<file path="src/hdl/minmax_affine_int8_quantizer_core_defines.svh">
// Assertion macros for the quantizer core; they expect clk and arst_n in scope.
`ifndef MINMAX_AFFINE_INT8_QUANTIZER_CORE_DEFINES_SVH
`define MINMAX_AFFINE_INT8_QUANTIZER_CORE_DEFINES_SVH

`define QMM_ASSERT_IMP(label, ante, cons) \
	label: assert property (@(posedge clk) disable iff (!arst_n) (ante) |-> (cons)) \
		else $error("qmm: same-cycle check failed");

`define QMM_ASSERT_NXT(label, ante, cons) \
	label: assert property (@(posedge clk) disable iff (!arst_n) (ante) |=> (cons)) \
		else $error("qmm: next-cycle check failed");

`endif

</file>
<file path="src/hdl/qmm_pkg.sv">
`default_nettype none
package qmm_pkg;

	localparam int SMP_W     = 16;
	localparam int NUM_W     = 23;
	localparam int DEN_W     = 16;
	localparam int DIV_STEPS = NUM_W;
	localparam int CNT_W     = $clog2(DIV_STEPS);
	localparam int ZP_W      = 24;
	localparam int SUM_W     = 26;

	localparam logic signed [ZP_W-1:0]  ZP_OFFSET = 24'sd128;
	localparam logic signed [SUM_W-1:0] QV_MAX    = 26'sd127;
	localparam logic signed [SUM_W-1:0] QV_MIN    = -26'sd128;

	localparam logic ACT_OBSERVE  = 1'b0;
	localparam logic ACT_QUANTIZE = 1'b1;

	typedef struct packed {
		logic                    action;
		logic signed [SMP_W-1:0] sample_value;
		logic                    first_of_set;
	} sample_t;

	typedef struct packed {
		logic signed [7:0]      quantized_value;
		logic signed [ZP_W-1:0] zero_point_out;
		logic [DEN_W-1:0]       range_out;
		logic                   degenerate;
	} result_t;

	typedef struct packed {
		logic signed [SMP_W-1:0] min;
		logic signed [SMP_W-1:0] max;
		logic                    valid;
	} stats_t;

	typedef struct packed {
		logic             start;
		logic [NUM_W-1:0] num;
		logic [DEN_W-1:0] den;
	} div_req_t;

	typedef struct packed {
		logic             busy;
		logic             done;
		logic [NUM_W-1:0] quo;
		logic [DEN_W-1:0] rem;
	} div_res_t;

	typedef enum logic [1:0] {
		ST_IDLE,
		ST_LOAD,
		ST_DIV,
		ST_DONE
	} qmm_state_t;

endpackage
`default_nettype wire

</file>
<file path="src/hdl/qmm_stats.sv">
`default_nettype none
module qmm_stats (
	input  wire logic                            clk,
	input  wire logic                            arst_n,
	input  wire logic                            update,
	input  wire logic                            first,
	input  wire logic signed [qmm_pkg::SMP_W-1:0] x,
	output qmm_pkg::stats_t                      stats
);
	import qmm_pkg::*;

	stats_t stats_q;

	always_ff @(posedge clk or negedge arst_n) begin
		if (!arst_n) begin
			stats_q <= '0;
		end else if (update) begin
			if (first || !stats_q.valid) begin
				stats_q.min   <= x;
				stats_q.max   <= x;
				stats_q.valid <= 1'b1;
			end else begin
				if (x < stats_q.min) stats_q.min <= x;
				if (x > stats_q.max) stats_q.max <= x;
			end
		end
	end

	assign stats = stats_q;

endmodule
`default_nettype wire

</file>
<file path="src/hdl/qmm_div.sv">
`default_nettype none
module qmm_div (
	input  wire logic              clk,
	input  wire logic              arst_n,
	input  wire qmm_pkg::div_req_t req,
	output qmm_pkg::div_res_t      res
);
	import qmm_pkg::*;

	logic [NUM_W-1:0] num_q;
	logic [DEN_W-1:0] rem_q;
	logic [DEN_W-1:0] den_q;
	logic [CNT_W-1:0] cnt_q;
	logic             busy_q;
	logic             done_q;

	logic [DEN_W:0]   trial;
	logic [DEN_W+1:0] diff;
	logic             ge;

	// one quotient bit per cycle, restoring
	always_comb begin
		trial = {rem_q, num_q[NUM_W-1]};
		diff  = {1'b0, trial} - {2'b00, den_q};
		ge    = ~diff[DEN_W+1];
	end

	always_ff @(posedge clk or negedge arst_n) begin
		if (!arst_n) begin
			busy_q <= 1'b0;
			done_q <= 1'b0;
			cnt_q  <= '0;
		end else begin
			done_q <= 1'b0;
			if (req.start) begin
				busy_q <= 1'b1;
				cnt_q  <= CNT_W'(DIV_STEPS - 1);
			end else if (busy_q) begin
				cnt_q <= cnt_q - 1'b1;
				if (cnt_q == '0) begin
					busy_q <= 1'b0;
					done_q <= 1'b1;
				end
			end
		end
	end

	always_ff @(posedge clk) begin
		if (req.start) begin
			num_q <= req.num;
			den_q <= req.den;
			rem_q <= '0;
		end else if (busy_q) begin
			num_q <= {num_q[NUM_W-2:0], ge};
			rem_q <= ge ? diff[DEN_W-1:0] : trial[DEN_W-1:0];
		end
	end

	assign res.busy = busy_q;
	assign res.done = done_q;
	assign res.quo  = num_q;
	assign res.rem  = rem_q;

endmodule
`default_nettype wire

</file>
<file path="src/hdl/minmax_affine_int8_quantizer_core.sv">
// Each accepted request goes through LOAD, DIV and DONE before its result is registered;
// degenerate requests skip DIV. A new request is taken only once the previous result has
// left DONE; the 23-step bit-serial divider runs once per non-degenerate request.
// A finished result waits in the output register while the next request is taken.
// Reset: arst_n low clears statistics (no statistics, degenerate), result_valid and the divider; the core idles.
`default_nettype none
`include "minmax_affine_int8_quantizer_core_defines.svh"
module minmax_affine_int8_quantizer_core (
	input  wire logic             clk,
	input  wire logic             arst_n,
	input  wire logic             sample_valid,
	output logic                  sample_ready,
	input  wire qmm_pkg::sample_t sample,
	output logic                  result_valid,
	input  wire logic             result_ready,
	output qmm_pkg::result_t      result
);
	import qmm_pkg::*;

	qmm_state_t state_q, state_d;

	stats_t   stats;
	div_req_t div_req;
	div_res_t div_res;

	logic                    accept;
	logic                    out_load;
	logic                    act_q;
	logic signed [SMP_W-1:0] x_q;
	logic                    sign_q;
	logic                    degen_q;
	logic [DEN_W-1:0]        range_q;
	logic signed [ZP_W-1:0]  zp_q;
	result_t                 result_q;
	logic                    result_valid_q;

	logic [SMP_W:0]          range_w;
	logic [DEN_W-1:0]        range_d;
	logic                    degen_d;
	logic signed [SMP_W:0]   op;
	logic signed [SMP_W+8:0] prod;
	logic [SMP_W+8:0]        mag;

	logic                    rnd;
	logic [NUM_W:0]          q_mag;
	logic signed [NUM_W+1:0] q_s;
	logic signed [ZP_W-1:0]  zp_new;
	logic signed [SUM_W-1:0] sum;
	result_t                 res_d;

	assign accept = sample_valid && sample_ready;

	qmm_stats u_stats (
		.clk    (clk),
		.arst_n (arst_n),
		.update (accept && (sample.action == ACT_OBSERVE)),
		.first  (sample.first_of_set),
		.x      (sample.sample_value),
		.stats  (stats)
	);

	// range, numerator magnitude and sign from updated statistics
	always_comb begin
		range_w = {stats.max[SMP_W-1], stats.max} - {stats.min[SMP_W-1], stats.min};
		range_d = stats.valid ? range_w[DEN_W-1:0] : '0;
		degen_d = !stats.valid || (range_d == '0);
		op      = (act_q == ACT_OBSERVE) ? -{stats.min[SMP_W-1], stats.min}
		                                 : {x_q[SMP_W-1], x_q};
		prod    = {op, 8'b0} - {{8{op[SMP_W]}}, op};
		mag     = prod[SMP_W+8] ? 25'(-prod) : 25'(prod);
	end

	assign div_req.start = (state_q == ST_LOAD) && !degen_d;
	assign div_req.num   = mag[NUM_W-1:0];
	assign div_req.den   = range_d;

	qmm_div u_div (
		.clk    (clk),
		.arst_n (arst_n),
		.req    (div_req),
		.res    (div_res)
	);

	always_comb begin
		state_d = state_q;
		unique case (state_q)
			ST_IDLE: if (accept) state_d = ST_LOAD;
			ST_LOAD: state_d = degen_d ? ST_DONE : ST_DIV;
			ST_DIV:  if (div_res.done) state_d = ST_DONE;
			ST_DONE: if (out_load) state_d = ST_IDLE;
			default: state_d = ST_IDLE;
		endcase
	end

	always_comb begin
		sample_ready  = (state_q == ST_IDLE);
		out_load      = (state_q == ST_DONE) && (!result_valid_q || result_ready);
	end

	always_ff @(posedge clk or negedge arst_n) begin
		if (!arst_n) begin
			state_q <= ST_IDLE;
		end else begin
			state_q <= state_d;
		end
	end

	always_ff @(posedge clk) begin
		if (accept) begin
			act_q <= sample.action;
			x_q   <= sample.sample_value;
		end
		if (state_q == ST_LOAD) begin
			sign_q  <= prod[SMP_W+8];
			degen_q <= degen_d;
			range_q <= range_d;
		end
		if (out_load && !degen_q && (act_q == ACT_OBSERVE)) begin
			zp_q <= zp_new;
		end
	end

	// round, apply zero point and offset, saturate
	always_comb begin
		rnd    = (act_q == ACT_QUANTIZE) && ({div_res.rem, 1'b0} >= {1'b0, range_q});
		q_mag  = {1'b0, div_res.quo} + {{NUM_W{1'b0}}, rnd};
		q_s    = sign_q ? -$signed({1'b0, q_mag}) : $signed({1'b0, q_mag});
		zp_new = q_s[ZP_W-1:0];
		sum    = SUM_W'(q_s) + SUM_W'(zp_q) - SUM_W'(ZP_OFFSET);

		res_d            = '0;
		res_d.range_out  = range_q;
		res_d.degenerate = degen_q;
		if (!degen_q) begin
			if (act_q == ACT_OBSERVE) begin
				res_d.zero_point_out = zp_new - ZP_OFFSET;
			end else begin
				res_d.zero_point_out = zp_q - ZP_OFFSET;
				priority if (sum > QV_MAX) res_d.quantized_value = QV_MAX[7:0];
				else if (sum < QV_MIN) res_d.quantized_value = QV_MIN[7:0];
				else res_d.quantized_value = sum[7:0];
			end
		end
	end

	always_ff @(posedge clk or negedge arst_n) begin
		if (!arst_n) begin
			result_valid_q <= 1'b0;
		end else if (out_load) begin
			result_valid_q <= 1'b1;
		end else if (result_ready) begin
			result_valid_q <= 1'b0;
		end
	end

	always_ff @(posedge clk) begin
		if (out_load) result_q <= res_d;
	end

	assign result_valid = result_valid_q;
	assign result       = result_q;

	`QMM_ASSERT_IMP(a_done_in_div, div_res.done, state_q == ST_DIV)
	`QMM_ASSERT_IMP(a_div_nonzero, state_q == ST_DIV, range_q != '0)
	`QMM_ASSERT_IMP(a_degen_zero, result_valid_q && result_q.degenerate,
		(result_q.quantized_value == '0) && (result_q.zero_point_out == '0))
	`QMM_ASSERT_NXT(a_start_busy, div_req.start, div_res.busy && (state_q == ST_DIV))

endmodule
`default_nettype wire

</file>
<file path="config.mk">
export PLATFORM = sky130hd
export DESIGN_NAME = minmax_affine_int8_quantizer_core
export DESIGN_NICKNAME = d
export VERILOG_FILES = /design/src/hdl/qmm_pkg.sv /design/src/hdl/qmm_stats.sv /design/src/hdl/qmm_div.sv /design/src/hdl/minmax_affine_int8_quantizer_core.sv
export VERILOG_INCLUDE_DIRS = /design/src /design/src/hdl
export SDC_FILE = /design/constraint.sdc
export NUM_CORES = 1
export LEC_CHECK = 0
export BUFFER_PORTS_ARGS = -buffer_cell sky130_fd_sc_hd__buf_2
export CORE_ASPECT_RATIO = 1.1
export CORE_MARGIN = 4
export CORE_UTILIZATION = 40
export CTS_CLUSTER_SIZE = 12
export DETAILED_ROUTE_END_ITERATION = 10
export GPL_ROUTABILITY_DRIVEN = 0
export PLACE_DENSITY = 0.6
export SLEW_MARGIN = 25
export SYNTH_ARGS = -nofsm -noshare
export SYNTH_HDL_FRONTEND = slang
export SYNTH_SLANG_ARGS = --single-unit
</file>
<file path="constraint.sdc">
create_clock -name clk -period 10.33 [get_ports clk]
set_input_delay 2.066 -clock clk [delete_from_list [all_inputs] [get_ports clk]]
set_output_delay 2.066 -clock clk [all_outputs]
set_load 0.02 [all_outputs]
</file>
==> out/results.tsv, run 1 <==
metric	value	unit
synth_top_cells_by_count	inv_1, edfxtp_1, ha_1	
postLayoutCoreUtil	44.9	%
hold_viol	0	
clk_latency	0.56	ns
holdBufCountCts	0	
ys_warn_count	0	
h-tree-depth	1	
via_per_inst	5.41	
cts_sinks	206	
r2r_end	result[43]	
antenna_found_initial	0	
synthesis.area	15600	um2
num_vias	12000	
post-route-period-util	79.6	%
die_x	196	um
layout.nets	1880	
synth_area_per_cell	9.44	um2
rows	75	
cp_top_family	compound AO/OA/AOI/OAI gates	
design.die.area	42300	um2
io_pins	73	
cts_tree	built	
die_height	215	um
syn_nets	1825	
crit_start	range_q[1]	
grt_overflow_total	0	
outcome	completed	
io_buffers	72	
synthTopCellsByArea	edfxtp_1, ha_1, dfrtp_1	
cts-root-buf	clkbuf_16	
slowest_delay	0.68	ns
slowest_stage	o31ai_1	
min_period	8.23	ns
required	10.76	ns
grt_pass1_wl	60100	um
reg2reg_slack	2.10	ns
antenna_cells	0	
cp-start-kind	flop	
ys_ff_latch	206	
slew_headroom	40.2	%
cp_num_buf_inv	3	
critical_path_class	flop to flop	
reg2reg_depth	35	
numCtsBuffers	24	
synth_edf_count	147	
cp-endpoint	result[43]	
synth_ff_type	edfxtp_1	
drc	0	
cap_violations	0	
drt_first_pass_iters	5	
yosysMostFrequentCell	inv_1	
cp_max_fo	15	
initial_core_util	40.7	%
yosys.area.top_type	edfxtp_1	
worstPathArrival	8.65	ns
drt-total-wl	36300	um
syn2layout_area_growth	10.4	%
core-area	38400	um2
ys_types	99	
drt_iter0_markers	723	
synth_top_area_share	28.3	%
grt_max_degree	64	
final_cells	2227	
drtAntennaViolNets	0	
setup_viol	0	
hpwl	27900	um
clockBufferDepth	3	
ys_seq_area_share	37.2	%
timing.fmax	0.122	GHz
crit_top_cell	ha_1	
cts_resized	0	
min_path_cells	0	
synthCells	1655	
worst_pin_slew	0.895	ns
rsz0062_at_grt	false	
post_cts_buffers	0	
drive_above_1_share	11.3	%
min_path_type	flop to flop	
detail_route.wl_per_cell	16.3	um
r2r_start	range_q[1]	
path_clk_slew	0.06	ns
end_kind	flop	
fin_setup_tns	0	ns
maxSlewViolCount	0	
fin_skew	0.0330	ns
crit_cells	35	
ys_async_sr_fraction	20.9	%
dp.cells	2184	
track_usage	16.9	%
grt_pass1_vias	11900	
[cell families (layout without fill, tap and decap cells)]
kind of cell	Yosys count	after routing	synth area share (%)
multiplexers	49	49	3.45
AO/OA/AOI/OAI	399	399	16.8
flip-flops	206	206	37.2
adder cells (fa/ha/maj)	148	148	12.0
AND/OR/NAND/NOR	488	488	16.4
XOR/XNOR	156	156	8.84
buffers and inverters	209	281	5.29
[per-layer routing]
metal	GRT usage, %	share of wire (%)
met1	22.9	47
met2	28.6	47
met3	2.08	4.0
met5	0	0
met4	4.54	2.1
[final cells by class]
class	instances	area (um2)
inverter	154	578
tap	500	626
multi-input combinational	1240	9010
clock buffer	34	638
sequential	206	5810
fill	3700	21100
clock inverter	9	140
timing repair buffer	84	453
[layout by cell type (no fill, tap or decap), types with 49 or more instances in the layout]
master / n
ha_1: 145
a21o_1: 49
a21oi_1: 99
xor2_1: 58
o21ai_0: 92
nor2_1: 113
edfxtp_1: 147
inv_1: 152
buf_2: 71
xnor2_1: 96
nand2_1: 111
[flip-flops by register name (all words and copies together) (netlist names), 2 cells and up]
| name | flops |
|---|---|
| range_q | 16 |
| state_q | 2 |
| u_div.num_q | 23 |
| result | 49 |
| u_stats.stats | 33 |
| zp_q | 24 |
| u_div.cnt_q | 5 |
| x_q | 16 |
| u_div.rem_q | 16 |
| u_div.den_q | 16 |
[through the flow]
step | hold slack (ns) | cell area (um2) | setup slack, ns
6_report | 0.448 | 17300 | 2.10
5_1_grt | 0.470 | 17300 | 1.42
4_1_cts | 0.448 | 17200 | 2.08
3_5_place_dp | 0.433 | 16500 | 2.13
3_3_place_gp | 0.437 | 16500 | 2.33
2_1_floorplan | 0.424 | 15600 | 3.19
[worst min-delay path by stage]
stage	startpoint	slack, ns	endpoint
after floorplan	degen_q	0.42	result[0]
after global placement	range_q[6]	0.44	result[7]
after detailed placement	range_q[1]	0.43	result[2]
after CTS	range_q[1]	0.45	result[2]
after global routing	range_q[1]	0.47	result[2]
final	range_q[1]	0.45	result[2]
Power of run 1 is left out: the tool's default activity adds up to more than one toggle a clock period on the data nets, which glitch-free logic cannot reach.
==> inputs of run 2 (changes only) <==
--- a/config.mk
+++ b/config.mk
@@ -6,6 +6,7 @@
 export SDC_FILE = /design/constraint.sdc
 export NUM_CORES = 1
 export LEC_CHECK = 0
+export ABC_AREA = 1
 export BUFFER_PORTS_ARGS = -buffer_cell sky130_fd_sc_hd__buf_2
 export CORE_ASPECT_RATIO = 1.1
 export CORE_MARGIN = 4
@@ -13,7 +14,7 @@
 export CTS_CLUSTER_SIZE = 12
 export DETAILED_ROUTE_END_ITERATION = 10
 export GPL_ROUTABILITY_DRIVEN = 0
-export PLACE_DENSITY = 0.6
+export PLACE_DENSITY = 0.62
 export SLEW_MARGIN = 25
 export SYNTH_ARGS = -nofsm -noshare
 export SYNTH_HDL_FRONTEND = slang
==> constraint.sdc (replaced) <==
create_clock -name clk -period 7.3 [get_ports clk]
set_input_delay 1.46 -clock clk [delete_from_list [all_inputs] [get_ports clk]]
set_output_delay 1.46 -clock clk [all_outputs]
set_load 0.02 [all_outputs]
==> run 2 against run 1 <==
Maximum frequency is 27% higher. Cell count is 34% higher. Critical endpoint unchanged. Critical path depth is 6 higher. Via count is 26% higher. Non-clock buffer count is 6 lower. Highest routed layer unchanged. Core utilization is 0.13 points higher.
==> out/results.tsv, run 2 <==
metric	value	unit	change
outcome	completed		
drt-total-wl	45000	um	+24%
grt_pass1_wl	73000	um	+22%
critical_path_class	flop to flop		
min_period	6.47	ns	-1.75 ns
clockBufferDepth	3		unchanged
ys_warn_count	0		unchanged
reg2reg_slack	0.83	ns	-1.28 ns
synth_ff_type	edfxtp_1		
slowest_stage	edfxtp_1		
initial_core_util	40.7	%	about the same
io_pins	73		unchanged
ys_seq_area_share	34.4	%	-2.8 points
num_vias	15200		+26%
ys_async_sr_fraction	20.9	%	unchanged
design.die.area	45600	um2	+7.8%
min_path_cells	0		unchanged
reg2reg_depth	41		+17%
r2r_start	range_q[2]		
r2r_end	result[43]		
numCtsBuffers	26		+8.3%
grt_max_degree	50		-22%
met3_usage	2.21	%	+0.13 points
drive_above_1_share	9.56	%	-1.8 points
holdBufCountCts	0		unchanged
worst_pin_slew	0.990	ns	+0.0954 ns
rows	78		+4.0%
slowest_delay	0.38	ns	-0.30 ns
globalRouteMet1Util	24.5	%	+1.6 points
fin_skew	0.0467	ns	+0.0136 ns
cts_tree	built		
antenna_found_initial	0		unchanged
die_x	204	um	+3.8%
end_kind	flop		
grt_use_met2	33.9	%	+5.3 points
placed_cell_area	17800	um2	+8.3%
die_height	224	um	+3.8%
cap_violations	0		unchanged
whs_endpoint	result[3]		
synthCells	2339		+41%
fin_area	18700	um2	+8.4%
crit_top_cell	nand2_1		
via_per_inst	5.08		-6.2%
maxSlewViolCount	0		unchanged
post-route-period-util	88.6	%	+9.0 points
grt_pass1_vias	14600		+23%
drc	0		unchanged
layout.nets	2577		+37%
detail_route.wl_per_cell	15.1	um	-7.5%
slew_headroom	33.8	%	-6.4 points
setup_viol	0		unchanged
io_buffers	72		unchanged
grt_overflow_total	0		unchanged
drt_first_pass_iters	5		unchanged
largest_register_ffs	49		unchanged
drt_iter0_markers	949		+31%
cts_sinks	206		unchanged
cp_max_fo	5		-10
top_usage_layer	met2		
synth_edf_count	147		unchanged
path_clk_slew	0.06	ns	about the same
antenna_cells	0		unchanged
final_common_cell	nand2_1		
synth_top_area_share	26.1	%	-2.1 points
worstPathArrival	6.86	ns	-1.79 ns
layout_common_cells	nand2_1, inv_1, nor2_1		
min_path_type	flop to flop		
syn2layout_area_growth	10.7	%	
post_cts_buffers	0		unchanged
yosysMostFrequentCell	nand2_1		
fin_setup_tns	0	ns	unchanged
drtAntennaViolNets	0		unchanged
yosys.area.top_type	edfxtp_1		
rsz0062_at_grt	false		
hold_viol	0		unchanged
synthTopCellsByArea	edfxtp_1, nand2_1, ha_1		
ys_ff_latch	206		unchanged
synth_area_per_cell	7.22	um2	-23%
core-area	41500	um2	+8.1%
ys_types	49		-51%
syn_nets	2509		+37%
h-tree-depth	1		unchanged
cp-start-kind	flop		
synthesis.area	16900	um2	+8.1%
cts-root-buf	clkbuf_16		
synth_top_cells_by_count	nand2_1, inv_1, nor2_1		
required	7.69	ns	-3.07 ns
clk_latency	0.57	ns	about the same
hold_ws	0.451	ns	+0.00231 ns
hpwl	35700	um	+28%
track_usage	19.3	%	+2.4 points
cts_resized	0		unchanged
min_from	range_q[2]		
timing.fmax	0.155	GHz	+27%
[run 2: changes by cell type in the layout (fill, tap and decap cells not counted), moves of 32 or more]
cell and delta:
a21o_1 -47, inv_1 +210, nand2_2 +40, nand2_1 +530, nor2_1 +76, o21ai_0 +32, xnor2_1 -74, nand3_1 +124
a21oi_1 +41, mux2_2 -35
[run 2: final cells by class]
class / count / area [um2]
inverter: 375 / 1410
clock inverter: 13 / 128
timing repair buffer: 78 / 408
fill: 4198 / 22800
clock buffer: 34 / 721
multi-input combinational: 1720 / 9520
tap: 560 / 701
sequential: 206 / 5810
[run 2: cell families after synthesis]
family	count (synthesis)	synth area share [%]
AOI/OAI and AO/OA	351	11.5
xor gates and xnor gates	57	2.96
adders and majority gates	148	11.1
buffers and inverters	413	9.34
DFF	206	34.4
and+or+nand+nor	1164	30.7
[run 2: per-stage QoR]
stage / util (%) / cells / setup WS [ns]
final: 45.1 / 2986 / 0.829
after detailed placement: 43.0 / 2939 / 0.776
after floorplan: - / 2339 / 1.98
after CTS: 45.0 / 2986 / 0.732
after global placement: 43.0 / 2939 / 0.914
after global routing: 45.1 / 2986 / 0.0636
[run 2: critical path, delay by kind of cell, from the launching register on]
kind,cells,cell delay [ns]
compound gates,8,1.62
simple gates,20,2.41
fa+ha+maj,5,1.32
buf+inv,8,0.57
flops,1,0.38
[run 2: worst max path at each step]
stage / from / endpoint / depth (start not counted)
2_1_floorplan: range_q[2] / result[44] / 35
3_3_place_gp: range_q[2] / result[45] / 44
3_5_place_dp: range_q[2] / result[43] / 41
4_1_cts: range_q[2] / result[43] / 41
5_1_grt: range_q[2] / result[43] / 41
6_report: range_q[2] / result[43] / 41
[run 2: per-layer routing]
metal / vias to the layer above / wire length (um)
li1: 7805 / -
met1: 6887 / 19500
met2: 374 / 21800
met3: 94 / 2160
met4: 0 / 1540
met5: - / 0
Power of run 2 is left out for the same reason.
